===== src/hw/rtl/mig_pkg.sv =====
`default_nettype none

package mig_pkg;

    // Number format: signed fixed point with FRAC_BITS fraction bits.
    localparam int VALUE_BITS  = 32;
    localparam int FRAC_BITS   = 16;
    localparam int WIDE_BITS   = 2 * VALUE_BITS;
    localparam int DIV_STEPS   = VALUE_BITS + FRAC_BITS;

    // Size register.
    localparam int SIZE_BITS   = 4;
    localparam int SIZE_RESET  = 4;
    localparam int DEF_MAX_DIM = 8;

    typedef logic signed [VALUE_BITS-1:0] t_val;
    typedef logic signed [WIDE_BITS-1:0]  t_wide;

    localparam t_val VAL_MAX = t_val'({1'b0, {(VALUE_BITS-1){1'b1}}});
    localparam t_val VAL_MIN = t_val'({1'b1, {(VALUE_BITS-1){1'b0}}});
    localparam t_val Q_ONE   = t_val'(2 ** FRAC_BITS);

    // Clamp a wide signed value into the value range.
    function automatic t_val sat_val(input t_wide v);
        t_val res;
        if (v > t_wide'(VAL_MAX)) begin
            res = VAL_MAX;
        end else if (v < t_wide'(VAL_MIN)) begin
            res = VAL_MIN;
        end else begin
            res = t_val'(v[VALUE_BITS-1:0]);
        end
        return res;
    endfunction

endpackage

`default_nettype wire


===== src/hw/rtl/mig_mac.sv =====
`default_nettype none

module mig_mac
    import mig_pkg::*;
(
    input  wire logic i_clk,
    input  wire t_val i_a,
    input  wire t_val i_b,
    input  wire t_val i_c,
    output t_val      o_res
);

    t_wide r_prod;
    t_wide floored;
    t_val  prod_q;
    t_wide diff;

    // Full product, registered.
    always_ff @(posedge i_clk) begin
        r_prod <= t_wide'(i_a) * t_wide'(i_b);
    end

    // Floor to the fixed-point scale, saturate, subtract from the target, saturate.
    assign floored = r_prod >>> FRAC_BITS;
    assign prod_q  = sat_val(floored);
    assign diff    = t_wide'(i_c) - t_wide'(prod_q);
    assign o_res   = sat_val(diff);

endmodule

`default_nettype wire

===== config.mk =====
export PLATFORM = sky130hd
export DESIGN_NAME = mig_mac
export DESIGN_NICKNAME = d
export VERILOG_FILES = /design/src/hw/rtl/mig_pkg.sv /design/src/hw/rtl/mig_mac.sv
export SDC_FILE = /design/constraint.sdc
export NUM_CORES = 2
export LEC_CHECK = 0
export ABC_AREA = 1
export BUFFER_PORTS_ARGS = -buffer_cell sky130_fd_sc_hd__buf_2
export CORE_ASPECT_RATIO = 1.1
export CORE_MARGIN = 5
export CORE_UTILIZATION = 55
export DETAILED_ROUTE_END_ITERATION = 10
export PLACE_DENSITY = 0.72
export RECOVER_POWER = 100
export SETUP_SLACK_MARGIN = 0.5
export SYNTH_ARGS = -nofsm -noshare
export SYNTH_HDL_FRONTEND = slang
export SYNTH_SLANG_ARGS = --single-unit

===== constraint.sdc =====
create_clock -name i_clk -period 19.82 [get_ports i_clk]
set_clock_uncertainty 0.1 [all_clocks]
set_input_delay 2.973 -clock i_clk [delete_from_list [all_inputs] [get_ports i_clk]]
set_output_delay 2.973 -clock i_clk [all_outputs]
set_load 0.005 [all_outputs]

==> impl_metrics.env <==
export IMPL_violations="max-capacitance violations, max-slew violations"
export IMPL_vias_per_cell=5.19
export IMPL_crit_required_ps=19910
export IMPL_min_path_type="input port to register"
export IMPL_start_kind="input port"
export IMPL_arrival_ps=11680
export IMPL_largest_reg_flops=48
export IMPL_fin_tns_setup_ps=0
export IMPL_end_kind="register"
export IMPL_fillers=7197
export IMPL_post_cts_buffers=0
export IMPL_rsz0062_at_grt="no"
export IMPL_regMostFlops="r_prod"
export IMPL_place_gp_congestion=0.967
export IMPL_slew_violations=66
export IMPL_grt_pass1_wl_um=197000
export IMPL_cts_buffers=5
export IMPL_place_ws_ps=8740
export IMPL_finalHoldViolations=0
export IMPL_wl_um=120000
export IMPL_syn_area_um2=42000
export IMPL_first_iter_violations=2311
export IMPL_grt_max_degree=33
export IMPL_grt_pass1_vias=37400
export IMPL_multiInputGateArea_um2=33600
export IMPL_io_pins=129
export IMPL_nets=6867
export IMPL_core_area_um2=75900
export IMPL_initial_core_util=0.553
export IMPL_grt_use_total=0.303
export IMPL_synth_flop_cell="dfxtp_1"
export IMPL_hold_slack_ps=3780
export IMPL_cts_tree="built"
export IMPL_ys_ff_latch=48
export IMPL_wl_per_cell_um=18.4
export IMPL_worstPathMaxFanout=32
export IMPL_cts_hold_buf=0
export IMPL_status="complete, but fails checks"
export IMPL_fp_row_count=106
export IMPL_portBuffers=128
export IMPL_worst_pin_slew_ps=2270
export IMPL_cap_violations=2
export IMPL_cts_clk_slew_worst_paths_ps=70
export IMPL_max_freq_mhz=86.3
export IMPL_layout_setup_ws_ps=8230
export IMPL_synthArstFlopShare=0
export IMPL_synth_area_leader_cell="fa_1"
export IMPL_path_class="input port to register"
export IMPL_num_vias=33800
export IMPL_antenna_found_initial=4
export IMPL_drive_gt1_frac=0.0307
export IMPL_synth_edff_count=0
export IMPL_register_area_um2=961
export IMPL_cts_root_buf="clkbuf_16"
export IMPL_ys_types=34
export IMPL_dieWidth_um=273
export IMPL_yosysTopAreaCellShare=0.516
export IMPL_drt_antenna_violating_nets=0
export IMPL_synthToLayoutAreaGrowth_pct=3.18
export IMPL_dr_pass1_iters=6
export IMPL_cts_repair_resized=0
export IMPL_reg_top3="r_prod (48)"
export IMPL_fin_crit_ps=11590
export IMPL_slew_headroom=-0.512
export IMPL_synth_area_top_cells="fa_1 (52%), inv_1 (16%), nand2_1 (14%)"
export IMPL_clockBufferDepth=2
export IMPL_dieArea_um2=82000
export IMPL_h_tree_depth=2
export IMPL_drc_errors=0
export IMPL_finalSetupViolCount=0
export IMPL_postSynthCellCount=5534
export IMPL_fp_dieH_um=300
export IMPL_cts_sink_count=48
export IMPL_synth_nets=6925
export IMPL_yosysWarnings=0
export IMPL_post_route_period_util=0.585
export IMPL_ys_seq_area_frac=0.0229
export IMPL_grt_overflow=0
export IMPL_dp_hpwl_um=99600
export IMPL_syn_area_per_cell_um2=7.59
==> area by class of cell <==
type	count	area share
Antenna cell	2	0.000116
Sequential cell	48	0.0222
Tap cell	1026	0.0296
Clock buffer	6	0.00321
Clock inverter	2	0.000895
Timing Repair Buffer	139	0.0161
Inverter	1751	0.152
Multi-Input combinational cell	3531	0.776
==> layout by cell type (no fill, tap or decap), drive strengths merged <==
cell type / Yosys / layout
inv: 1751 / 1751
nand2: 1623 / 1623
and2: 1 / 1
clkinv: 0 / 1
nand4: 23 / 23
clkbuf: 197 / 26
dfxtp: 48 / 48
nor3: 13 / 13
fa: 1082 / 1082
or2: 12 / 12
o21a: 2 / 2
nor2: 204 / 204
xnor2: 12 / 12
nor4: 14 / 14
o21ai: 61 / 61
a21boi: 2 / 2
a21oi: 121 / 121
ha: 212 / 212
o21bai: 17 / 17
and3: 2 / 2
xor2: 37 / 37
a31oi: 1 / 1
diode: 0 / 2
nand3b: 3 / 3
nand3: 87 / 87
buf: 7 / 119
a21o: 2 / 2
bufinv: 0 / 1
==> cell usage after synthesis, types with 14 or more instances <==
master and instances:
inv_1 1750, nand2_1 1600, fa_1 1082, ha_1 212, nor2_1 200, clkbuf_1 197, a21oi_1 119, nand3_1 86
o21ai_0 60, dfxtp_1 48, xor2_1 37, nand4_1 23, nand2_2 21, o21bai_1 17, nor4_1 14
==> critical path, stage by stage <==
cell	delay, ps
clkbuf_1	1220
nand2_1	350
inv_1	190
fa_1	420
inv_1	260
fa_1	470
inv_1	210
fa_1	490
fa_1	890
inv_1	380
fa_1	570
inv_1	50
fa_1	520
inv_1	50
fa_1	470
inv_1	50
fa_1	460
ha_1	400
a21oi_1	270
nor2_1	70
nor2_1	120
nor2_1	50
nor2_1	150
a21boi_0	290
nand3_1	120
nand2_1	80
nand2_1	50
==> through the flow <==
stage,area [um^2],std cells,util
3_3_place_gp,43200,6495,0.569
6_report,43300,6505,0.571
2_1_floorplan,42000,5534,-
5_1_grt,43300,6503,0.571
3_5_place_dp,43200,6495,0.569
4_1_cts,43400,6503,0.572
==> metal layers <==
| layer | global-route usage | share of wire | vias to the layer above |
|---|---|---|---|
| met5 | 0 | 0.00017 | - |
| met4 | 0.132 | 0.057 | 4 |
| met3 | 0.0346 | 0.061 | 412 |
| met2 | 0.544 | 0.51 | 1366 |
| met1 | 0.370 | 0.37 | 16800 |
| li1 | - | - | 15200 |
==> final timing paths <==
kind	startpoint	end	slack, ps	cells after the start
max	i_b[5]	r_prod[57]	8230	27
min	i_b[0]	r_prod[21]	3780	9
==> logic make-up (layout without fill, tap and decap cells) <==
family | Yosys count | count (layout) | share of synthesized area
AOI/OAI and AO/OA | 206 | 206 | 0.0262
xor gates and xnor gates | 49 | 49 | 0.0102
adders and majority gates | 1294 | 1294 | 0.579
buffers and inverters | 1955 | 1898 | 0.176
DFF | 48 | 48 | 0.0229
other | 0 | 2 | 0
and+or+nand+nor | 1982 | 1982 | 0.186
Power is not shown: default switching activity piles up to over one toggle a cycle in this logic, so the estimate is an artifact.
