**src/hw/rtl/mig_pkg.sv**
```systemverilog
`default_nettype none

package mig_pkg;

    // Number format: signed fixed point with FRAC_BITS fraction bits.
    localparam int VALUE_BITS  = 32;
    localparam int FRAC_BITS   = 16;
    localparam int WIDE_BITS   = 2 * VALUE_BITS;
    localparam int DIV_STEPS   = VALUE_BITS + FRAC_BITS;

    // Size register.
    localparam int SIZE_BITS   = 4;
    localparam int SIZE_RESET  = 4;
    localparam int DEF_MAX_DIM = 8;

    typedef logic signed [VALUE_BITS-1:0] t_val;
    typedef logic signed [WIDE_BITS-1:0]  t_wide;

    localparam t_val VAL_MAX = t_val'({1'b0, {(VALUE_BITS-1){1'b1}}});
    localparam t_val VAL_MIN = t_val'({1'b1, {(VALUE_BITS-1){1'b0}}});
    localparam t_val Q_ONE   = t_val'(2 ** FRAC_BITS);

    // Clamp a wide signed value into the value range.
    function automatic t_val sat_val(input t_wide v);
        t_val res;
        if (v > t_wide'(VAL_MAX)) begin
            res = VAL_MAX;
        end else if (v < t_wide'(VAL_MIN)) begin
            res = VAL_MIN;
        end else begin
            res = t_val'(v[VALUE_BITS-1:0]);
        end
        return res;
    endfunction

endpackage

`default_nettype wire

```
**src/hw/rtl/mig_div.sv**
```systemverilog
`default_nettype none

module mig_div
    import mig_pkg::*;
(
    input  wire logic i_clk,
    input  wire logic i_rst_n,
    input  wire logic i_start,
    input  wire t_val i_num,
    input  wire t_val i_den,
    output logic      o_done,
    output t_val      o_quot
);

    localparam int CW = $clog2(DIV_STEPS);

    logic                  r_busy;
    logic                  r_fin;
    logic                  r_done;
    logic [CW-1:0]         r_cnt;
    logic [DIV_STEPS-1:0]  r_num;
    logic [DIV_STEPS-1:0]  r_quo;
    logic [VALUE_BITS-1:0] r_rem;
    logic [VALUE_BITS-1:0] r_den;
    logic                  r_neg;
    logic                  r_zero;
    t_val                  r_res;

    logic [VALUE_BITS-1:0] mag_num;
    logic [VALUE_BITS-1:0] mag_den;
    logic [VALUE_BITS:0]   trial;
    logic                  fits;
    logic [VALUE_BITS-1:0] rem_nx;
    logic [DIV_STEPS-1:0]  pos_lim;
    t_val                  res_nx;

    // Operand magnitudes; the dividend is scaled by the fraction width.
    assign mag_num = i_num[VALUE_BITS-1] ? (~unsigned'(i_num)) + VALUE_BITS'(1)
                                         : unsigned'(i_num);
    assign mag_den = i_den[VALUE_BITS-1] ? (~unsigned'(i_den)) + VALUE_BITS'(1)
                                         : unsigned'(i_den);

    // One restoring step per cycle.
    assign trial  = {r_rem, r_num[DIV_STEPS-1]};
    assign fits   = trial >= {1'b0, r_den};
    assign rem_nx = fits ? VALUE_BITS'(trial - {1'b0, r_den}) : trial[VALUE_BITS-1:0];

    // Sign and saturation of the finished quotient; a zero divisor gives zero.
    assign pos_lim = DIV_STEPS'(unsigned'(VAL_MAX));
    always_comb begin
        if (r_zero) begin
            res_nx = '0;
        end else if (r_neg) begin
            if (r_quo > pos_lim + DIV_STEPS'(1)) begin
                res_nx = VAL_MIN;
            end else begin
                res_nx = t_val'((~r_quo[VALUE_BITS-1:0]) + VALUE_BITS'(1));
            end
        end else if (r_quo > pos_lim) begin
            res_nx = VAL_MAX;
        end else begin
            res_nx = t_val'(r_quo[VALUE_BITS-1:0]);
        end
    end

    // Control.
    always_ff @(posedge i_clk) begin
        if (!i_rst_n) begin
            r_busy <= 1'b0;
            r_fin  <= 1'b0;
            r_done <= 1'b0;
        end else begin
            r_done <= 1'b0;
            if (i_start) begin
                r_busy <= 1'b1;
            end else if (r_busy && (r_cnt == CW'(DIV_STEPS - 1))) begin
                r_busy <= 1'b0;
                r_fin  <= 1'b1;
            end else if (r_fin) begin
                r_fin  <= 1'b0;
                r_done <= 1'b1;
            end
        end
    end

    // Datapath.
    always_ff @(posedge i_clk) begin
        if (i_start) begin
            r_cnt  <= '0;
            r_num  <= {mag_num, {FRAC_BITS{1'b0}}};
            r_den  <= mag_den;
            r_rem  <= '0;
            r_quo  <= '0;
            r_neg  <= i_num[VALUE_BITS-1] ^ i_den[VALUE_BITS-1];
            r_zero <= (i_den == '0);
        end else if (r_busy) begin
            r_cnt <= r_cnt + CW'(1);
            r_num <= {r_num[DIV_STEPS-2:0], 1'b0};
            r_rem <= rem_nx;
            r_quo <= {r_quo[DIV_STEPS-2:0], fits};
        end
        if (r_fin) begin
            r_res <= res_nx;
        end
    end

    assign o_done = r_done;
    assign o_quot = r_res;

endmodule

`default_nettype wire

```
**config.mk**
```make
export PLATFORM = sky130hd
export DESIGN_NAME = mig_div
export DESIGN_NICKNAME = d
export VERILOG_FILES = /design/src/hw/rtl/mig_pkg.sv /design/src/hw/rtl/mig_div.sv
export SDC_FILE = /design/constraint.sdc
export NUM_CORES = 1
export LEC_CHECK = 0
export BUFFER_PORTS_ARGS = -buffer_cell sky130_fd_sc_hd__buf_2
export CAP_MARGIN = 40
export CELL_PAD_IN_SITES_DETAIL_PLACEMENT = 1
export CELL_PAD_IN_SITES_GLOBAL_PLACEMENT = 1
export CORE_ASPECT_RATIO = 1.75
export CORE_MARGIN = 10
export CORE_UTILIZATION = 50
export DETAILED_ROUTE_END_ITERATION = 10
export PLACE_DENSITY = 0.91
export SYNTH_ARGS = -nofsm -noshare
export SYNTH_HDL_FRONTEND = slang
export SYNTH_SLANG_ARGS = --single-unit
export TNS_END_PERCENT = 1
```
**constraint.sdc**
```tcl
create_clock -name i_clk -period 8.9 [get_ports i_clk]
set_clock_uncertainty 0.2 [all_clocks]
set_input_delay 0 -clock i_clk [delete_from_list [all_inputs] [get_ports i_clk]]
set_output_delay 0 -clock i_clk [all_outputs]
set_load 0.05 [all_outputs]
```
==> parameters.txt, run 1 <==
Parameter                              Value

Min path
  Destination of the worst hold path ... r_den[1]$_DFFE_PP_
  Hold path cells ... 2
  Path class of the lowest-slack min-delay path ... in -> reg
  Worst min-delay path startpoint ... i_den[31]

Setup path
  Critical-path maximum fanout ... 19
  Setup CP Type ... reg -> reg
  Setup slack of the worst register-to-register path ... roughly 4.8 ns
  Required time at the worst-slack endpoint ... 9.06 ns
  Worst endpoint data arrival time ... around 4.3 ns
  Worst r2r src ... r_den[9]$_DFFE_PP_
  Critical path capture point type ... register
  Endpoint of the worst register-to-register path ... r_rem[29]$_SDFFE_PP0P_
  Logic depth of the worst register-to-register path ... 11
  Worst setup SP type ... register

Synth
  Share of synthesized area occupied by flip-flops and latches ... a little over two fifths
  Post-synth top flop ... edfxtp_1
  Share of the synthesized area in the top cell type ... 26.9%
  Number of synthesized flops with an enable pin ... 98
  Most area-consuming cells after synthesis ... edfxtp_1 27%, dfxtp_1 16%, nor2_1 5.9%
  Number of nets in the synthesized netlist ... 1317
  Cell type with the largest total area after synthesis ... edfxtp_1
  Post-synth design cell area ... ~11000 µm²
  Count leader, synth ... nor2_1
  Synth cell count leaders ... 173 x nor2_1, 121 x nand2_1, 98 x edfxtp_1
  Count of mapped cells out of synthesis ... 1213
  Avg Synthesized Cell Area ... approximately 9 µm²
  Async set or reset register ratio after synthesis ... 0%
  Number of warnings printed during yosys synthesis ... 0
  Total of flip-flops plus latches after synthesis ... roughly 190
  Distinct cell type count after synthesis ... 65

Route
  Residual DRC count ... 0
  WL/cell ... 26.2 µm
  DR iter-0 viols ... around 1200
  Overall via count from detail_route ... 10914
  Total Routed Length ... roughly 44000 µm
  Number of optimization iterations in the first detailed-route pass ... 5
  Number of routed nets with antenna violations ... 0
  Via-per-instance ratio ... approximately 6.5

Clocking
  Htree depth ... 4
  CTS resizes ... 0
  Maximum clock path buffer count ... 2
  Root buffer cell ... clkbuf_16
  Clock insertion delay at the later pin of the skew report ... 0.48 ns
  Total clock buffers created by CTS ... 17
  Clock sink count ... roughly 190
  CTS tree ... done
  Clock slew at reported path FFs ... 0.08 ns

Power
  Final total power ... 2.33 mW
  Leakage component of the power ... 5.27 nW
  IR Drop Worst-Case VDD ... between 0.15 and 0.2 mV
  Cell Pwr Density ... approximately 180 nW/µm²

Status
  Status ... finished clean

Final layout
  Final #Nets ... around 1500
  Final cell utilization of the core ... around three fifths
  Number of fill cells in the layout ... 2482
  Fraction of layout cells with a size suffix above 1 ... roughly 11%
  Non-Filler Cell Area, Final ... 13200 µm²
  Final cell count without fillers ... 1685
  Relative area change from synthesis to final layout ... 20.5%

Timing
  Final count of pins violating max slew ... 0
  PnR worst setup slack ... ~4.8 ns
  Post-route fraction of the period consumed by the critical path ... approximately 46%
  Worst-margin pin slew ... 0.876 ns
  Top achievable clock speed ... 242 MHz
  Clock period minus final worst setup slack ... 4.13 ns
  Final hold vios ... 0
  RSZ-0062 raised after global routing ... no
  Accumulated negative setup slack ... 0 ns
  Count of endpoints failing setup in the final report ... 0
  Max-Slew Margin vs Limit ... approximately 42%
  Worst Hold Margin ... 0.109 ns

Floorplanning
  Die Y-Extent ... 216 µm
  Floorplan die area ... 28400 µm²
  Total core area ... approximately 21000 µm²
  Number of placement rows ... 71
  Starting Density ... 50.9%
  Horizontal die dimension ... between 100 and 150 µm
  I/O pin count ... 100

Placement
  Worst Setup Slack post-DPL ... between 4 and 5 ns
  Final HPWL from detailed placement ... 23000 µm
  Placed Instances ... 1546
  Number of port buffers ... between 90 and 100
  DP Area ... between 10000 and 15000 µm²
  GPL Wtd Cong ... around 0.90

Global routing
  Via count of the first global-routing pass ... about 12000
  GRT Residual Overflow ... 0
  Initial antenna violation count ... 13
  First-pass GRT wire length ... 65800 µm
  Maximum number of pins on one net before global-route repair ... 94
  Global router's overall resource usage ... 29.1%

Job
  Max_cap viols ... 0
==> state kept, by name, indices dropped and copies added, names as in the netlist <==
| signal | count |
|---|---|
| r_quo | 48 |
| o_quot | 32 |
| r_den | 32 |
| r_num | 32 |
| r_rem | 32 |
| r_cnt | 6 |
| o_done | 1 |
| r_busy | 1 |
| r_fin | 1 |
| r_neg | 1 |
| r_zero | 1 |
==> where the power goes <==
group	total, mW	internal (mW)	switching [mW]
combinational	0.543	0.207	0.336
clock	0.785	0.394	0.392
sequential	1.00	0.962	0.0387
total	2.33	1.56	0.766
==> worst max path at each step <==
| stage | start | end | depth (start not counted) |
|---|---|---|---|
| floorplan | r_den[18]$_DFFE_PP_ | r_rem[18]$_SDFFE_PP0P_ | 13 |
| global placement | r_den[22]$_DFFE_PP_ | r_rem[29]$_SDFFE_PP0P_ | 11 |
| detailed placement | r_den[22]$_DFFE_PP_ | r_rem[29]$_SDFFE_PP0P_ | 11 |
| CTS | i_den[9] | r_den[28]$_DFFE_PP_ | 11 |
| global route | r_den[22]$_DFFE_PP_ | r_rem[29]$_SDFFE_PP0P_ | 11 |
| finish | r_den[9]$_DFFE_PP_ | r_rem[29]$_SDFFE_PP0P_ | 11 |
==> cell usage in the layout (no fill, tap or decap), types with 51 or more instances in the layout <==
cell type,n
inv_1,54
mux2i_1,51
o21ai_0,51
dfxtp_1,88
buf_2,98
nor2_1,173
nand2_1,121
a21oi_1,83
edfxtp_1,98
dlygate4sd3_1,94
==> final cells by class <==
| cell class | instances | area (µm²) | share of cell area (%) |
|---|---|---|---|
| antenna | 13 | 32.5 | 0.247 |
| clock buffer | 21 | 482 | 3.66 |
| clock inverter | 11 | 81.3 | 0.617 |
| inverter | 54 | 203 | 1.54 |
| multi-input combinational | 905 | 5750 | 43.6 |
| sequential | 187 | 4730 | 35.9 |
| tap | 292 | 365 | 2.77 |
| timing repair buffer | 202 | 1540 | 11.7 |
==> worst max-delay path: stages, from the launching register on <==
cell,delay (ns)
edfxtp_1,0.37
inv_1,0.10
ha_1,0.47
nand4_1,0.21
a211oi_1,0.26
o21ai_0,0.17
a211oi_1,0.43
o21ai_1,0.21
and2_1,0.42
buf_4,0.34
or3b_2,0.49
a311oi_1,0.34
==> cells by family after synthesis <==
logic type	Yosys count	share of synthesized area, %
simple gates	437	18.8
mux	51	4.67
buf+inv	121	4.21
fa+ha+maj	37	4.30
xor+xnor	86	6.89
compound gates	294	17.9
flops	187	43.2
==> routing by layer <==
| layer | track usage (%) | part of all wire, % |
|---|---|---|
| met5 | 0 | 0 |
| met4 | 20.1 | 7.3 |
| met3 | 5.74 | 5.4 |
| met2 | 52.5 | 53 |
| met1 | 29.4 | 35 |
==> timing repair <==
| action | in CTS | in global routing |
|---|---|---|
| setup buffers | 0 | 0 |
| hold buffers | 94 | 0 |
| hold endpoints to repair | 141 | 0 |
Note: power is estimated with default switching activity, not from simulation.
==> inputs of run 2 (changes only) <==
Settings changed: ABC_AREA from default to 1, CORE_UTILIZATION 50 to 40, PLACE_DENSITY 0.91 to 0.82.
Clock period 8.9 ns to 3.5 ns, I/O delays scaled along.
==> parameters.txt, run 2 <==
Parameter                              Value

Status
  Status ... finished clean

Clocking
  Htree depth ... 4 (unchanged)
  Clock insertion delay at the later pin of the skew report ... 0.45 ns (-0.03 ns)
  Root buffer cell ... clkbuf_16
  CTS tree ... done
  Buffers inserted by post-CTS timing repair ... 0 (unchanged)
  Total clock buffers created by CTS ... 17 (unchanged)
  Maximum clock path buffer count ... 2 (unchanged)
  Clock slew at reported path FFs ... 0.07 ns (about the same)
  Clock sink count ... 187 (unchanged)

Synth
  Post-synth top flop ... edfxtp_1
  Distinct cell type count after synthesis ... 44 (-32%)
  Async set or reset register ratio after synthesis ... 0% (unchanged)
  Count leader, synth ... nand2_1
  Number of nets in the synthesized netlist ... 1806 (+37%)
  Share of synthesized area occupied by flip-flops and latches ... 38.7% (-4.5 points)
  Count of mapped cells out of synthesis ... 1702 (+40%)
  Most area-consuming cells after synthesis ... edfxtp_1 24%, dfxtp_1 15%, nand2_1 13%
  Avg Synthesized Cell Area ... 7.17 µm² (-21%)
  Synth cell count leaders ... 418 x nand2_1, 277 x inv_1, 152 x nor2_1
  Post-synth design cell area ... 12200 µm² (+12%)
  Total of flip-flops plus latches after synthesis ... 187 (unchanged)
  Number of warnings printed during yosys synthesis ... 0 (unchanged)
  Share of the synthesized area in the top cell type ... 24.1% (-2.8 points)
  Cell type with the largest total area after synthesis ... edfxtp_1
  Number of synthesized flops with an enable pin ... 98 (unchanged)

Timing
  Clock period minus final worst setup slack ... 3.27 ns (-0.854 ns)
  Final hold vios ... 0 (unchanged)
  RSZ-0062 raised after global routing ... no
  Max-Slew Margin vs Limit ... 45.7% (+4.1 points)
  Top achievable clock speed ... 305 MHz (+26%)
  Worst-margin pin slew ... 0.812 ns (-0.0640 ns)
  Post-route fraction of the period consumed by the critical path ... 93.5% (+47 points)
  Accumulated negative setup slack ... 0 ns (unchanged)
  Final count of pins violating max slew ... 0 (unchanged)
  Count of endpoints failing setup in the final report ... 0 (unchanged)
  PnR worst setup slack ... 0.227 ns (-4.55 ns)

Setup path
  Setup slack of the worst register-to-register path ... 0.23 ns (-4.55 ns)
  Setup CP Type ... reg -> reg
  Worst r2r src ... r_den[25]$_DFFE_PP_
  Timing endpoint of the critical path ... r_rem[25]$_SDFFE_PP0P_
  Critical-path maximum fanout ... 38 (+19)
  Worst endpoint data arrival time ... 3.42 ns (-0.87 ns)
  Critical path capture point type ... register
  Worst setup SP type ... register
  Logic depth of the worst register-to-register path ... 14 (+3)
  Required time at the worst-slack endpoint ... 3.65 ns (-5.41 ns)
  Endpoint of the worst register-to-register path ... r_rem[25]$_SDFFE_PP0P_
  Critical path startpoint ... r_den[25]$_DFFE_PP_

Final layout
  Final #Nets ... 1978 (+34%)
  Non-Filler Cell Area, Final ... 14500 µm² (+10%)
  Max reg flops ... 48 (unchanged)
  Most frequent cells in the layout ... 418 x nand2_1, 276 x inv_1, 151 x nor2_1, 139 x nand3_1, 99 x buf_2
  Register with the most flip-flops ... r_quo
  Commonest non-fill, non-tap cell in the layout ... nand2_1
  Relative area change from synthesis to final layout ... 19.3%
  Fraction of layout cells with a size suffix above 1 ... 10.6% (-0.85 points)

Floorplanning
  Horizontal die dimension ... 152 µm (+15%)
  Total core area ... 30100 µm² (+40%)
  Floorplan die area ... 38100 µm² (+34%)
  I/O pin count ... 100 (unchanged)
  Number of placement rows ... 84 (+18%)
  Starting Density ... 40.6% (-10 points)
  Die Y-Extent ... 251 µm (+16%)

Global routing
  Global router's overall resource usage ... 22.3% (-6.8 points)
  First-pass GRT wire length ... 69700 µm (+6.0%)
  Via count of the first global-routing pass ... 13431 (+16%)
  Maximum number of pins on one net before global-route repair ... 49 (-48%)
  Initial antenna violation count ... 1 (-12)
  GRT Residual Overflow ... 0 (unchanged)

Route
  Residual DRC count ... 0 (unchanged)
  Via-per-instance ratio ... 5.37 (-17%)
  Overall via count from detail_route ... 12207 (+12%)
  Number of optimization iterations in the first detailed-route pass ... 5 (unchanged)
  Total Routed Length ... 43900 µm (-0.75%)
  DR iter-0 viols ... 637 (-46%)
  WL/cell ... 19.3 µm (-26%)
  Number of routed nets with antenna violations ... 0 (unchanged)

Placement
  Worst Setup Slack post-DPL ... 0.131 ns (-4.85 ns)
  GPL Wtd Cong ... 0.963 (+7.6%)
  DP Area ... 13000 µm² (+12%)
  Final HPWL from detailed placement ... 31300 µm (+36%)
  Number of port buffers ... 99 (unchanged)

Power
  Cell Pwr Density ... 362 nW/µm² (+100%)
  Final total power ... 5.26 mW (+130%)
  IR Drop Worst-Case VDD ... 0.356 mV (+140%)
  Leakage component of the power ... 6.96 nW (+32%)

Job
  Max_cap viols ... 0 (unchanged)

Min path
  Path class of the lowest-slack min-delay path ... in -> reg
run 2: changes by cell type in the layout (fill, tap and decap cells not counted), moves of 31 or more:
cell	change
nand2_1	+297
xor2_1	+31
mux2i_1	-51
nand4_1	+43
a21oi_1	-31
nand3_1	+126
xnor2_1	-36
o21ai_0	+33
o22ai_1	+37
inv_1	+222
run 2: kinds of logic after synthesis:
group,synth area share (%)
buf+inv,11.1
simple gates,30.2
xor+xnor,5.82
compound gates,10.3
fa+ha+maj,3.86
flops,38.7
run 2: layout make-up:
type | count | area (µm²)
antenna | 1 | 2.50
clock buffer | 19 | 433
multi-input combinational | 1174 | 6130
clock inverter | 13 | 134
tap | 387 | 484
inverter | 286 | 1070
timing repair buffer | 208 | 1560
sequential | 187 | 4730
fill | 3911 | 15500
run 2: how the worst min path moves through the flow:
| stage | startpoint | to | slack, ns | cells past startpoint |
|---|---|---|---|---|
| finish | i_den[0] | r_den[0]$_DFFE_PP_ | 0.11 | 2 |
| global route | i_den[0] | r_den[0]$_DFFE_PP_ | 0.10 | 2 |
| CTS | i_den[0] | r_den[0]$_DFFE_PP_ | 0.1 | 2 |
| detailed placement | i_den[0] | r_den[0]$_DFFE_PP_ | 0.03 | 1 |
| global placement | i_den[0] | r_den[0]$_DFFE_PP_ | 0.03 | 1 |
| floorplan | i_den[0] | r_den[0]$_DFFE_PP_ | -0.10 | 0 |
run 2: per-stage QoR:
stage	hold slack [ns]	utilization, %	std cells
2_1_floorplan	-0.101	-	1702
3_3_place_gp	0.0283	43.3	2146
3_5_place_dp	0.0272	43.3	2146
4_1_cts	0.0950	48.3	2273
5_1_grt	0.103	48.4	2275
6_report	0.112	48.4	2275
run 2: critical path, stage by stage, from the launching register on:
cell	delay, ns
edfxtp_1	0.37
inv_1	0.13
ha_1	0.32
nand2_1	0.17
nor2_1	0.15
nand2_1	0.08
nor2_1	0.05
nand3_1	0.10
nand3_2	0.15
nor2_4	0.48
nand2_4	0.46
inv_2	0.26
nand2_1	0.07
nand3_1	0.08
nand2_1	0.07
run 2: power by group:
| part | internal (mW) | leakage, nW | switching [mW] | total [mW] |
|---|---|---|---|---|
| logic | 0.312 | 5.01 | 0.544 | 0.857 |
| registers | 2.41 | 1.67 | 0.0389 | 2.45 |
| clock network | 1.00 | 0.275 | 0.946 | 1.95 |
| total | 3.73 | 6.96 | 1.53 | 5.26 |
run 2: timing repair:
action	4_1_cts	5_1_grt
hold buffers	95	0
setup endpoints to repair	0	12
resized for setup	0	1
endpoints found under the hold margin	87	0
run 2: per-layer routing:
metal	up-vias	part of all wire [%]	GRT usage, %
met1	5934	35	20.4
met4	0	6.4	14.5
li1	5880	-	-
met2	267	56	44.2
met5	-	0	0
met3	126	2.6	3.13
